--- src/rtl/core/three_point_affine_calibrate_map_defines.svh ---
// Assertion macros shared by the three-point affine calibration RTL.
`ifndef THREE_POINT_AFFINE_CALIBRATE_MAP_DEFINES_SVH
`define THREE_POINT_AFFINE_CALIBRATE_MAP_DEFINES_SVH

// Same-cycle implication, sampled on the rising clock edge outside of reset.
`define TPACM_ASSERT_NOW(label, ante, cons, msg) \
  label: assert property (@(posedge clk) disable iff (rst) (ante) |-> (cons)) \
    else $error(msg);

// Next-cycle implication, sampled on the rising clock edge outside of reset.
`define TPACM_ASSERT_NEXT(label, ante, cons, msg) \
  label: assert property (@(posedge clk) disable iff (rst) (ante) |=> (cons)) \
    else $error(msg);

`endif

--- src/rtl/core/tpacm_pkg.sv ---
// Package with the codes and sequencer types of the affine calibration block.
package tpacm_pkg;

  localparam int NUM_POINTS = 3;
  localparam int USER_FRAC_BITS = 16;

  localparam logic [1:0] CMD_STORE = 2'd0;
  localparam logic [1:0] CMD_SOLVE = 2'd1;
  localparam logic [1:0] CMD_MAP   = 2'd2;

  localparam logic [1:0] ST_OK       = 2'd0;
  localparam logic [1:0] ST_SINGULAR = 2'd1;
  localparam logic [1:0] ST_NOTCAL   = 2'd2;

  typedef enum logic [3:0] {
    S_IDLE,
    S_MAC,
    S_KSTORE,
    S_DET,
    S_DETCHK,
    S_ABS,
    S_DIVGO,
    S_DIVW,
    S_FIN,
    S_MAPPOST
  } state_t;

  typedef enum logic [1:0] {
    M_KPROD,
    M_NUM,
    M_MAP
  } mode_t;

endpackage

--- src/rtl/core/tpacm_div.sv ---
// Bit-serial restoring divider with a round-half-up decision on the remainder.
module tpacm_div #(
  parameter int N_W = 106,
  parameter int D_W = 34
) (
  input  logic           clk,
  input  logic           rst,
  input  logic           start,
  input  logic [N_W-1:0] num,
  input  logic [D_W-1:0] den,
  output logic           done,
  output logic [N_W-1:0] quo,
  output logic           round_up
);
  import tpacm_pkg::*;

  localparam int CW = $clog2(N_W + 1);

  logic           run;
  logic [CW-1:0]  cnt;
  logic [N_W-1:0] nsh;
  logic [D_W-1:0] rem;
  logic [D_W-1:0] den_q;
  logic [D_W:0]   rs;
  logic           fits;

  assign rs = {rem, nsh[N_W-1]};
  assign fits = rs >= {1'b0, den_q};
  // Twice the remainder against the divisor: ties go away from zero.
  assign round_up = {rem, 1'b0} >= {1'b0, den_q};

  always_ff @(posedge clk) begin
    if (rst) begin
      run  <= 1'b0;
      done <= 1'b0;
      cnt  <= '0;
    end else begin
      done <= 1'b0;
      if (start) begin
        run <= 1'b1;
        cnt <= CW'(N_W);
      end else if (run) begin
        cnt <= cnt - 1'b1;
        if (cnt == CW'(1)) begin
          run  <= 1'b0;
          done <= 1'b1;
        end
      end
    end
  end

  always_ff @(posedge clk) begin
    if (start) begin
      nsh   <= num;
      rem   <= '0;
      quo   <= '0;
      den_q <= den;
    end else if (run) begin
      nsh <= nsh << 1;
      if (fits) begin
        rem <= D_W'(rs - {1'b0, den_q});
        quo <= {quo[N_W-2:0], 1'b1};
      end else begin
        rem <= rs[D_W-1:0];
        quo <= {quo[N_W-2:0], 1'b0};
      end
    end
  end

endmodule

--- config.mk ---
export PLATFORM = sky130hd
export DESIGN_NAME = tpacm_div
export DESIGN_NICKNAME = d
export VERILOG_FILES = /design/src/rtl/core/three_point_affine_calibrate_map_defines.svh /design/src/rtl/core/tpacm_pkg.sv /design/src/rtl/core/tpacm_div.sv
export SDC_FILE = /design/constraint.sdc
export NUM_CORES = 1
export LEC_CHECK = 0
export CAP_MARGIN = 20
export CELL_PAD_IN_SITES_DETAIL_PLACEMENT = 0
export CELL_PAD_IN_SITES_GLOBAL_PLACEMENT = 1
export CORE_ASPECT_RATIO = 0.9
export CORE_MARGIN = 5
export CORE_UTILIZATION = 50
export DETAILED_ROUTE_END_ITERATION = 7
export DONT_BUFFER_PORTS = 1
export GPL_ROUTABILITY_DRIVEN = 0
export MAX_ROUTING_LAYER = met4
export PLACE_DENSITY = 0.89
export REMOVE_ABC_BUFFERS = 1
export SLEW_MARGIN = 20
export SYNTH_ARGS = -nofsm -noshare
export SYNTH_HDL_FRONTEND = slang
export SYNTH_SLANG_ARGS = --single-unit
--- constraint.sdc ---
create_clock -name clk -period 4.9 [get_ports clk]
set_input_delay 0.49 -clock clk [delete_from_list [all_inputs] [get_ports clk]]
set_output_delay 0.49 -clock clk [all_outputs]
set_load 0.1 [all_outputs]
# After elaboration in Yosys (flattened, before gate mapping)

Index checks and enable logic that the tools add are counted.

Register bits: 289
Latch bits: 0
Memory bits (writable): 0
ROM bits: 0
Input port bits: 143
Output and inout bits: 108
Logic and storage cells: 27
Memories: 0

Add/sub/neg operators: 2
Multiply operators: 0
Divide/modulo/power cells: 0
Order comparisons: 2
Eq/ne operators: 1
Shift operators: 0
Muxes and demuxes: 10
Bitwise gates (word level): 1
Reduce and logical (&&, ||, !) cells: 3

Operators with widths:

| operator            | number |
|---|---|
| $mux 106            | 2 |
| $ge 35x34->1        | 2 |
| $mux 34             | 1 |
| $sub 34x34->34      | 1 |
| $mux 7              | 2 |
| $eq 7x1->1 const B  | 1 |
| $sub 7x1->7 const B | 1 |
| $mux 1              | 5 |
| $reduce_or 3->1     | 1 |
| $reduce_bool 2->1   | 1 |
| $reduce_or 2->1     | 1 |
| $not 1->1           | 1 |

# Longest topological paths before layout

Gate-level depths: netlist of run 1.

Depth in word-level cells: 4
Mapped depth: 13
Gate-level depth less buffers: 12

# Worst setup path after synthesis of run 1

No wires, ideal clock.

Path kind: register to output
From: register den_q[25]
To: output round_up
Data arrival time: 3668 ps
Data required time: 4410 ps
Slack: 742 ps
Stages on the path, launching flop included: 9
Buffers on the path: 1
Cell sequence: edfxtp_1 -> inv_1 -> ha_1 -> clkbuf_1 -> nand2_1 -> nor2_1 -> nand2_1 -> or3_1 -> o21ai_0

Cells in the longest elaborated chain, start to end: 1

Ends and longest elaborated chain:

| item                     | line            | source |
|---|---|---|
| start: declaration       | tpacm_div.sv:23 | `logic [D_W-1:0] den_q;` |
| start signal: assignment | tpacm_div.sv:57 | `den_q <= den;` |
| $ge 35x34->1             | tpacm_div.sv:30 | `assign round_up = {rem, 1'b0} >= {1'b0, den_q};` |
| end: declaration         | tpacm_div.sv:13 | `output logic round_up` |

No other way between the ends.

# Worst setup path after layout of run 1

From: register den_q[29]
To: output round_up

Same word-level chain as after synthesis.

==> results of run 1 <==
-- worst reg2reg max path, stage by stage (launching register included) --
cell,delay [ps]
edfxtp_1,350
inv_1,70
ha_1,270
a21oi_1,270
o21ai_1,160
a211oi_1,420
o2111a_1,320
a2bb2oi_4,580
buf_4,360
nor2_1,70
mux2i_1,130
a311oi_1,100
-- where the power goes --
| part | internal [mW] | switching, mW |
|---|---|---|
| sequential | 2.70 | 0.0630 |
| clock | 1.27 | 0.959 |
| combinational | 0.244 | 0.279 |
| total | 4.21 | 1.30 |
-- routing by layer --
metal	global-route usage	up-vias	routed length, um
li1	-	4103	-
met1	0.233	3820	11900
met2	0.293	242	13000
met3	0.0695	36	2460
met4	0.0457	0	534
met5	-	-	0
-- metrics by stage --
stage | TNS, ps | setup WS (ps) | std cells | hold WS [ps] | area (um2)
after floorplan | -416780 | -3610 | 1081 | 443 | 12900
after global placement | 0 | 1730 | 1435 | 456 | 13400
after detailed placement | 0 | 1600 | 1435 | 469 | 13400
after CTS | 0 | 1220 | 1490 | 0.334 | 14400
after global routing | 0 | 1090 | 1507 | 0.0284 | 14500
final | 0 | 1240 | 1507 | 32.9 | 14500
-- cell type report --
cell class	instances	area [um2]	area share
antenna	8	20.0	0.00138
multi-input combinational	745	5560	0.383
sequential	289	7190	0.495
timing repair buffer	16	145	0.0100
tap	348	435	0.0300
clock inverter	17	120	0.00827
clock buffer	37	871	0.0600
inverter	47	179	0.0123
-- path summary, 6_finish.rpt --
check	from	to	slack, ps	cells past startpoint
setup reg to reg	den_q[12]	rem[23]	1620	11
hold / removal	den[33]	den_q[33]	30	0
hold reg to reg	rem[3]	rem[3]	470	2
setup / recovery	den_q[29]	round_up	1240	6
-- registers in the layout, indices dropped and copies added, names as in the netlist --
name and count:
cnt 7, den_q 34, done 1, nsh 106, quo 106, rem 34, run 1
-- cells by family (layout without fill, tap and decap cells) --
logic type	Yosys count	in the layout	share of synthesized area
flops	289	289	0.546
simple gates	287	287	0.0962
mux	224	224	0.180
compound gates	166	166	0.0887
buf+inv	110	117	0.0328
fa+ha+maj	37	37	0.0357
xor+xnor	31	31	0.0206
other cells	0	8	0
-- cell usage in the layout, fill, tap and decap left out, types with 16 or more instances in the layout --
cell / synthesis / routed
edfxtp_1: 140 / 140
dfxtp_1: 149 / 148
mux2_2: 106 / 106
a211oi_1: 18 / 18
ha_1: 36 / 36
nor2_1: 165 / 165
a21oi_1: 45 / 45
clkbuf_16: 0 / 33
inv_1: 47 / 46
xor2_1: 16 / 16
nand2_1: 44 / 44
mux2i_1: 118 / 118
o21ai_0: 28 / 27
==> run_results.csv, run 1 <==
group,metric,value,unit
finish,fillers,2164,
floorplan,die_y,164,um
worst_setup_path,cp_num_buf_inv,1,
worst_setup_path,crit_arrival,3170,ps
pwr,finalPower,5.51,mW
clock_tree,clkLatencyLatePin,550,ps
detailed_routing,final_antenna_net_count,0,
yosys,ys_top_cells_by_count,"nor2_1 (165), dfxtp_1 (149), edfxtp_1 (140), mux2i_1 (118), mux2_2 (106)",
floorplan,io_pins,251,
detailed_routing,dr.pass1.iters,5,
detailed_routing,via_count,8201,
yosys,synth-seq-area-share,0.546,
yosys,yosysMostFrequentCell,"nor2_1",
yosys,synth-seq-cells,289,
clock_tree,h-tree-depth,1,
detailed_routing,routed_via_density,5.44,
worst_setup_path,critical-path-top-delay-family,"simple AND/OR/NAND/NOR gates",
sta,max_slew_margin,0.227,
finish,syn2layout_area_growth,10.2,%
worst_setup_path,path_max_fanout,8,
global_route,grt_max_degree,282,
floorplan,die_w,181,um
clock_tree,clkSlewWorstSetupHoldPaths,60,ps
hold_path,hp-class,"input port to register",
job,maxCapViolCount,0,
sta,fmax,273,MHz
place,post-dp-hpwl,18900,um
clock_tree,post-cts-setup-buffers,0,
global_route,grt.total_usage,0.187,
place,port_buffers,0,
sta,finalClockSkew,11.3,ps
worst_setup_path,cp-end-kind,"primary output",
outcome,run_status,"completed",
clock_tree,cts_buffers,29,
finish,postLayoutCoreUtil,0.558,
detailed_routing,drtIter0Drc,585,
detailed_routing,drt-total-wl,27900,um
sta,rsz0062_at_grt,"false",
yosys,yosysTopAreaCell,"edfxtp_1",
clock_tree,cts_root_buffer,"clkbuf_16",
pwr,p_per_area,380,nW/um2
yosys,synth.top_cell.area_share,0.319,
clock_tree,ctsResizeCount,0,
yosys,netlist_area,13200,um2
finish,final_nets,1308,
global_route,antenna_found_initial,8,
global_route,grt_pass1_wl,44600,um
finish,final_layout_size_suffix_gt1_frac,0.154,
yosys,synth.area.top_cells,"edfxtp_1 (32%), dfxtp_1 (23%), mux2_2 (9.1%), mux2i_1 (9.0%), nor2_1 (4.7%)",
sta,hold_viol,0,
yosys,syn_inst,1144,
worst_setup_path,crit_path_max_incr_delay,910,ps
global_route,grt_pass1_vias,8193,
floorplan,floorplan.initialDensity,0.507,
worst_setup_path,critPathKind,"register to primary output",
detailed_routing,wl_per_cell,18.5,um
worst_setup_path,critPathLaunchType,"register",
pwr,p_leak,5.64,nW
sta,slew_viol_final,0,
detailed_routing,drcViolationCount,0,
clock_tree,clock_path_buffers,3,
floorplan,die_area,29700,um2
yosys,synth_edf_count,140,
sta,post-route-min-period,3660,ps
floorplan,rows,56,
pwr,ir_drop,0.293,mV
yosys,synth-main-ff-cell,"dfxtp_1",
floorplan,coreArea,26000,um2
global_route,overflow,0,
yosys,ys_types,63,
clock_tree,cts.sinks,289,
clock_tree,cts_tree,"built",
sta,tightest_slew,1160,ps
clock_tree,holdBufCountCts,1,
worst_setup_path,cp.required,4410,ps
sta,finalCritPeriodShare,0.748,
worst_setup_path,crit_slowest_cell,"o21ai_2",
yosys,yosysWarnings,0,
sta,setup_violations,0,
yosys,synth.avg_cell_area,11.5,um2
yosys,synthArstFlopShare,0,
worst_setup_path,cp_cell_sequence,"inv_1 -> ha_1 -> and3_1 -> nand2_1 -> or3_1 -> o21ai_2",
(Power assumes the default switching activity.)
==> inputs of run 2 (changes only) <==
--- a/config.mk
+++ b/config.mk
@@ -10,12 +10,12 @@
 export CELL_PAD_IN_SITES_GLOBAL_PLACEMENT = 1
 export CORE_ASPECT_RATIO = 0.9
 export CORE_MARGIN = 5
-export CORE_UTILIZATION = 50
+export CORE_UTILIZATION = 45
 export DETAILED_ROUTE_END_ITERATION = 7
 export DONT_BUFFER_PORTS = 1
 export GPL_ROUTABILITY_DRIVEN = 0
 export MAX_ROUTING_LAYER = met4
-export PLACE_DENSITY = 0.89
+export PLACE_DENSITY = 0.85
 export REMOVE_ABC_BUFFERS = 1
 export SLEW_MARGIN = 20
 export SYNTH_ARGS = -nofsm -noshare
==> constraint.sdc (replaced) <==
create_clock -name clk -period 3.1 [get_ports clk]
set_input_delay 0.31 -clock clk [delete_from_list [all_inputs] [get_ports clk]]
set_output_delay 0.31 -clock clk [all_outputs]
set_load 0.1 [all_outputs]
==> run 2 against run 1 <==
Final area increased by 16%. Clock power increased by 61%. Die area increased by 10%. Total power increased by 64%. Combinational power increased by 110%. Global-route usage increased by 2.2 points. Clock skew increased by 0.58 ps. Final cell count increased by 17%.
==> run_results.csv, run 2 (synthesis results as in run 1) <==
group,metric,value,unit
outcome,run_status,"completed",
place,dp_slack,96.2,ps
sta,setup_violations,0,
hold_path,hold_end,"rem[33]",
hold_path,hold_start,"start",
floorplan,rows,59,
place,port_buffers,0,
clock_tree,h-tree-depth,1,
floorplan,floorplan.initialDensity,0.456,
detailed_routing,wl_per_cell,19.6,um
clock_tree,clock_path_buffers,3,
clock_tree,cts.sinks,289,
finish,largestRegisters,"nsh x106, quo x106",
sta,max_slew_margin,0.256,
hold_path,hp-class,"input port to register",
detailed_routing,drcViolationCount,0,
detailed_routing,via_count,9458,
finish,fillers,2302,
worst_setup_path,cp.required,3570,ps
pwr,ir_drop,0.495,mV
sta,hold_viol,0,
job,maxCapViolCount,0,
finish,final_nets,1524,
global_route,antenna_found_initial,4,
clock_tree,cts_buffers,31,
detailed_routing,routed_via_density,5.34,
floorplan,die_w,190,um
hold_path,min_path_cells,3,
worst_setup_path,rr_worst_depth,13,
detailed_routing,drtIter0Drc,476,
clock_tree,clkSlewWorstSetupHoldPaths,60,ps
global_route,grt_pass1_wl,53400,um
sta,slew_viol_final,0,
worst_setup_path,critPathKind,"register to register",
global_route,overflow,0,
floorplan,io_pins,251,
sta,tightest_slew,1110,ps
pwr,p_per_area,539,nW/um2
pwr,p_leak,6.74,nW
place,post-dp-hpwl,19400,um
worst_setup_path,cp_cell_sequence,"inv_1 -> ha_1 -> a21o_1 -> o21bai_2 -> o21ba_2 -> o211ai_1 -> buf_4 -> a2bb2oi_4 -> buf_12 -> nor2b_1 -> nand3b_1 -> a21oi_1 -> dlygate4sd3_1",
worst_setup_path,crit_arrival,3470,ps
detailed_routing,dr.pass1.iters,4,
floorplan,die_area,32800,um2
global_route,grt_max_degree,140,
clock_tree,clkLatencyLatePin,580,ps
worst_setup_path,timing.rr.end,"rem[29]",
finish,syn2layout_area_growth,27.7,%
sta,fmax,333,MHz
floorplan,coreArea,28900,um2
clock_tree,cts_root_buffer,"clkbuf_16",
sta,post-route-min-period,3000,ps
floorplan,die_y,172,um
worst_setup_path,cp-end-kind,"register",
pwr,finalPower,9.06,mW
worst_setup_path,critPathLaunchType,"register",
finish,final_cell_mix,"dlygate4sd3_1 (206), nor2_1 (165), dfxtp_1 (148)",
finish,mostFrequentLayoutCell,"dlygate4sd3_1",
finish,final_layout_size_suffix_gt1_frac,0.148,
worst_setup_path,timing.reg2reg.setup_slack,100,ps
worst_setup_path,crit_path_max_incr_delay,540,ps
worst_setup_path,crit_slowest_cell,"dlygate4sd3_1",
sta,finalClockSkew,11.9,ps
detailed_routing,drt-total-wl,34600,um
sta,final.setup.tns,0,ps
global_route,grt.total_usage,0.209,
worst_setup_path,reg2reg_from,"den_q[26]",
clock_tree,cts_tree,"built",
global_route,grt_pass1_vias,9708,
sta,finalCritPeriodShare,0.968,
sta,setup_slack,99.7,ps
detailed_routing,final_antenna_net_count,0,
worst_setup_path,path_max_fanout,17,
[run 2: repair_timing]
item	4_1_cts	5_1_grt
cloned	0	1
gates resized for setup	4	16
hold endpoints to repair	308	0
hold buffers	208	0
pin swaps	0	8
buffers inserted	0	5
endpoints found under the setup margin	1	11
[run 2: worst max-delay path, delay by kind of cell, from the launching register on]
| family | cells | cell delay, ps |
|---|---|---|
| buffers and inverters | 4 | 960 |
| flip-flops | 1 | 320 |
| adder cells (fa/ha/maj) | 1 | 360 |
| AND/OR/NAND/NOR | 2 | 130 |
| AO/OA/AOI/OAI | 6 | 1120 |
[run 2: final cells by class]
| class | count | area (um2) | area share |
|---|---|---|---|
| Antenna cell | 5 | 12.5 | 0.000744 |
| Clock buffer | 48 | 905 | 0.0538 |
| Clock inverter | 10 | 75.1 | 0.00446 |
| Inverter | 47 | 179 | 0.0106 |
| Multi-Input combinational cell | 745 | 5620 | 0.334 |
| Sequential cell | 289 | 7190 | 0.428 |
| Tap cell | 396 | 495 | 0.0295 |
| Timing Repair Buffer | 230 | 2340 | 0.139 |
[run 2: routing by layer]
| metal | routed length (um) | global-route usage | up-vias |
|---|---|---|---|
| met2 | 16800 | 0.348 | 316 |
| li1 | - | - | 4525 |
| met3 | 2690 | 0.0614 | 58 |
| met5 | 0 | - | - |
| met4 | 700 | 0.0437 | 0 |
| met1 | 14400 | 0.256 | 4559 |
[run 2: how the worst max path moves through the flow]
| stage | startpoint | endpoint | slack [ps] | cells past startpoint |
|---|---|---|---|---|
| 2_1_floorplan | run | nsh[0] | -5410 | 2 |
| 3_3_place_gp | nsh[105] | rem[26] | 120 | 12 |
| 3_5_place_dp | nsh[105] | rem[26] | 100 | 12 |
| 4_1_cts | den_q[25] | round_up | 10 | 9 |
| 5_1_grt | den_q[26] | rem[29] | -6 | 13 |
| 6_report | den_q[26] | rem[29] | 100 | 13 |
[run 2: report_power, final]
group / switching [mW] / total (mW) / internal, mW
Clock: 1.56 / 3.58 / 2.02
Sequential: 0.121 / 4.38 / 4.26
Combinational: 0.560 / 1.10 / 0.538
Total: 2.24 / 9.06 / 6.82
[run 2: through the flow]
step / instances / hold slack [ps] / util / area [um2]
2_1_floorplan: 1081 / 379 / - / 12900
3_3_place_gp: 1493 / 375 / 0.470 / 13600
3_5_place_dp: 1493 / 377 / 0.470 / 13600
4_1_cts: 1759 / 127 / 0.578 / 16700
5_1_grt: 1770 / 166 / 0.583 / 16800
6_report: 1770 / 186 / 0.583 / 16800
==> inputs of run 3 (changes only) <==
==> constraint.sdc (replaced) <==
create_clock -name clk -period 2.5 [get_ports clk]
set_input_delay 0.25 -clock clk [delete_from_list [all_inputs] [get_ports clk]]
set_output_delay 0.25 -clock clk [all_outputs]
set_load 0.1 [all_outputs]
==> run 3 against run 2 <==
Synthesized cell count did not move. Area after synthesis did not move. The flow now stops in clock tree synthesis.
==> run_results.csv, run 3 <==
group,metric,value,unit
outcome,run_status,"did not finish",
outcome,stop_stage,"clock tree synthesis",
outcome,stop_error,"[ERROR RSZ-0060] Max buffer count reached.",
yosys,synth_adder_area_share,0.0357,
yosys,synth-main-ff-cell,"dfxtp_1",
yosys,ys_types,63,
yosys,synth.avg_cell_area,11.5,um2
yosys,netlist_area,13200,um2
yosys,synth_edf_count,140,
yosys,yosysMostFrequentCell,"nor2_1",
yosys,synth-seq-area-share,0.546,
clock_tree,clock_path_buffers,3,
clock_tree,holdBufCountCts,353,
yosys,synth.top_cell.area_share,0.319,
yosys,synth-seq-cells,289,
yosys,yosysTopAreaCell,"edfxtp_1",
yosys,synth.area.top_cells,"edfxtp_1 (32%), dfxtp_1 (23%), mux2_2 (9.1%), mux2i_1 (9.0%), nor2_1 (4.7%)",
clock_tree,cts_root_buffer,"clkbuf_16",
clock_tree,post-cts-setup-buffers,24,
place,post-dp-hpwl,21200,um
yosys,synthSimpleGateAreaFrac,0.0962,
yosys,synth_compound_area_frac,0.0887,
yosys,synthArstFlopShare,0,
place,dp.cells,1676,
yosys,synth_xor_area_frac,0.0206,
clock_tree,h-tree-depth,1,
place,port_buffers,0,
floorplan,die_y,172,um
clock_tree,ctsResizeCount,115,
clock_tree,cts_buffers,30,
floorplan,io_pins,251,
yosys,muxShareOfSynthArea,0.180,
place,place_area,15000,um2
place,dp_slack,-521,ps
yosys,yosysWarnings,0,
floorplan,die_w,190,um
yosys,ys_top_cells_by_count,"nor2_1 (165), dfxtp_1 (149), edfxtp_1 (140), mux2i_1 (118), mux2_2 (106)",
clock_tree,cts.sinks,289,
yosys,synth_top_family_by_area,"multiplexers",
floorplan,rows,59,
floorplan,floorplan.initialDensity,0.456,
yosys,syn_inst,1144,
## run 3: per-stage QoR
| stage | hold WS [ps] | TNS, ps |
|---|---|---|
| after floorplan | 319 | -1030050 |
| after global placement | 316 | -5760 |
| after detailed placement | 317 | -8060 |
## run 3: cell families after synthesis
family / Yosys count
multiplexers: 224
flip-flops: 289
adder cells (fa/ha/maj): 37
AND/OR/NAND/NOR: 287
AO/OA/AOI/OAI: 166
buffers and inverters: 110
XOR/XNOR: 31
==> inputs of run 4 (changes only) <==
--- a/config.mk
+++ b/config.mk
@@ -6,16 +6,12 @@
 export NUM_CORES = 1
 export LEC_CHECK = 0
 export CAP_MARGIN = 20
-export CELL_PAD_IN_SITES_DETAIL_PLACEMENT = 0
-export CELL_PAD_IN_SITES_GLOBAL_PLACEMENT = 1
-export CORE_ASPECT_RATIO = 0.9
 export CORE_MARGIN = 5
-export CORE_UTILIZATION = 45
+export CORE_UTILIZATION = 40
 export DETAILED_ROUTE_END_ITERATION = 7
 export DONT_BUFFER_PORTS = 1
 export GPL_ROUTABILITY_DRIVEN = 0
-export MAX_ROUTING_LAYER = met4
-export PLACE_DENSITY = 0.85
+export PLACE_DENSITY_LB_ADDON = 0.15
 export REMOVE_ABC_BUFFERS = 1
 export SLEW_MARGIN = 20
 export SYNTH_ARGS = -nofsm -noshare
==> constraint.sdc (replaced) <==
create_clock -name clk -period 3.2 [get_ports clk]
set_input_delay 0.32 -clock clk [delete_from_list [all_inputs] [get_ports clk]]
set_output_delay 0.32 -clock clk [all_outputs]
set_load 0.1 [all_outputs]
==> run 4 against run 3 <==
The flow now finishes without violations.
==> run_results.csv, run 4 (synthesis results as in run 1) <==
group,metric,value,unit
detailed_routing,drt-total-wl,30900,um
sta,finalClockSkew,21.2,ps
finish,fin_cells,1749,
sta,hold_viol,0,
job,maxCapViolCount,0,
floorplan,die_area,36700,um2
hold_path,hp-class,"input port to register",
finish,syn2layout_area_growth,23.1,%
detailed_routing,drcViolationCount,0,
finish,multi_input_area,5580,um2
sta,fmax,331,MHz
worst_setup_path,cp_num_buf_inv,2,
worst_setup_path,path_max_fanout,4,
clock_tree,clkSlewWorstSetupHoldPaths,50,ps
outcome,run_status,"completed",
finish,final_nets,1457,
sta,max_slew_margin,0.290,
worst_setup_path,critPathLaunchType,"register",
clock_tree,cts.sinks,289,
finish,regArea,7190,um2
global_route,antenna_found_initial,8,
floorplan,io_pins,251,
worst_setup_path,cp-end-kind,"register",
clock_tree,cts_buffers,35,
sta,setup_slack,183,ps
sta,post-route-min-period,3020,ps
detailed_routing,drtIter0Drc,402,
clock_tree,post-cts-setup-buffers,0,
sta,tightest_slew,1060,ps
worst_setup_path,worst_path_most_repeated_cell,"inv_1",
worst_setup_path,cp_cell_sequence,"inv_1 -> ha_1 -> inv_1 -> fa_1 -> a21o_1 -> a221oi_4 -> o221ai_2 -> a211oi_4 -> o211ai_4 -> a31oi_2 -> xor2_1 -> o221ai_1",
detailed_routing,wl_per_cell,17.7,um
detailed_routing,via_count,8971,
finish,largestRegisters,"nsh x106, quo x106",
global_route,grt_max_degree,154,
place,dp.cells,1539,
finish,mostFrequentLayoutCell,"nor2_1",
global_route,overflow,0,
floorplan,floorplan.initialDensity,0.405,
worst_setup_path,crit_arrival,3390,ps
sta,rsz0062_at_grt,"false",
global_route,grt_pass1_wl,49100,um
clock_tree,clock_path_buffers,3,
sta,final.setup.tns,0,ps
worst_setup_path,cp.required,3580,ps
floorplan,die_y,191,um
pwr,p_per_area,554,nW/um2
clock_tree,cts_root_buffer,"clkbuf_16",
worst_setup_path,critPathKind,"register to register",
pwr,p_leak,6.34,nW
clock_tree,clkLatencyLatePin,530,ps
detailed_routing,final_antenna_net_count,0,
detailed_routing,routed_via_density,5.13,
sta,holdWs,24.9,ps
worst_setup_path,critical-path-top-delay-family,"compound AO/OA/AOI/OAI gates",
detailed_routing,dr.pass1.iters,4,
global_route,grt_pass1_vias,9130,
pwr,ir_drop,0.442,mV
floorplan,die_w,191,um
finish,final_cell_mix,"nor2_1 (164), dfxtp_1 (148), dlygate4sd3_1 (142)",
sta,slew_viol_final,0,
clock_tree,h-tree-depth,2,
floorplan,rows,66,
sta,finalCritPeriodShare,0.943,
worst_setup_path,crit_path_max_incr_delay,400,ps
global_route,grt.total_usage,0.165,
floorplan,coreArea,32500,um2
finish,fillers,2954,
worst_setup_path,crit_slowest_cell,"edfxtp_1",
place,post-dp-hpwl,19400,um
sta,setup_violations,0,
place,port_buffers,0,
clock_tree,cts_tree,"built",
finish,final_layout_size_suffix_gt1_frac,0.152,
place,dp_slack,162,ps
==> run 4: worst paths after layout <==
| kind | slack [ps] | start | endpoint | depth (start not counted) |
|---|---|---|---|---|
| setup reg to reg | 180 | nsh[105] | rem[26] | 12 |
| hold / removal | 20 | num[85] | nsh[85] | 1 |
| hold reg to reg | 480 | rem[3] | rem[3] | 2 |
| setup / recovery | 180 | nsh[105] | rem[26] | 12 |
==> run 4: per-layer routing <==
metal | share of wire | global-route usage
met1 | 0.44 | 0.215
met2 | 0.46 | 0.260
met3 | 0.075 | 0.0577
met4 | 0.023 | 0.0470
met5 | 0.0013 | 0
==> run 4: area by class of cell <==
| type | instances | share of cell area |
|---|---|---|
| flip-flops and latches | 289 | 0.443 |
| diodes | 4 | 0.000617 |
| inverters | 47 | 0.0110 |
| well taps | 442 | 0.0341 |
| multi-input cells | 745 | 0.344 |
| repair buffers | 159 | 0.0993 |
| clock inverters | 16 | 0.00764 |
| clock buffers | 47 | 0.0601 |
==> run 4: per-stage QoR <==
step                      area [um2]  power [mW]   util
after floorplan                12900        4.96      -
after detailed placement       13600        5.10  0.419
after global routing           16200        9.41  0.498
after CTS                      16200        9.13  0.498
final                          16200        8.99  0.498
after global placement         13600        5.10  0.419
==> run 4: timing repair <==
action	in CTS	in global routing
hold endpoints to repair	297	0
gates resized for setup	0	5
hold buffers	143	0
setup endpoints to repair	0	5
==> run 4: report_power, final <==
group | total (mW) | switching [mW] | internal (mW)
sequential | 4.22 | 0.0959 | 4.13
clock | 3.77 | 1.59 | 2.18
combinational | 0.994 | 0.499 | 0.495
total | 8.99 | 2.19 | 6.80
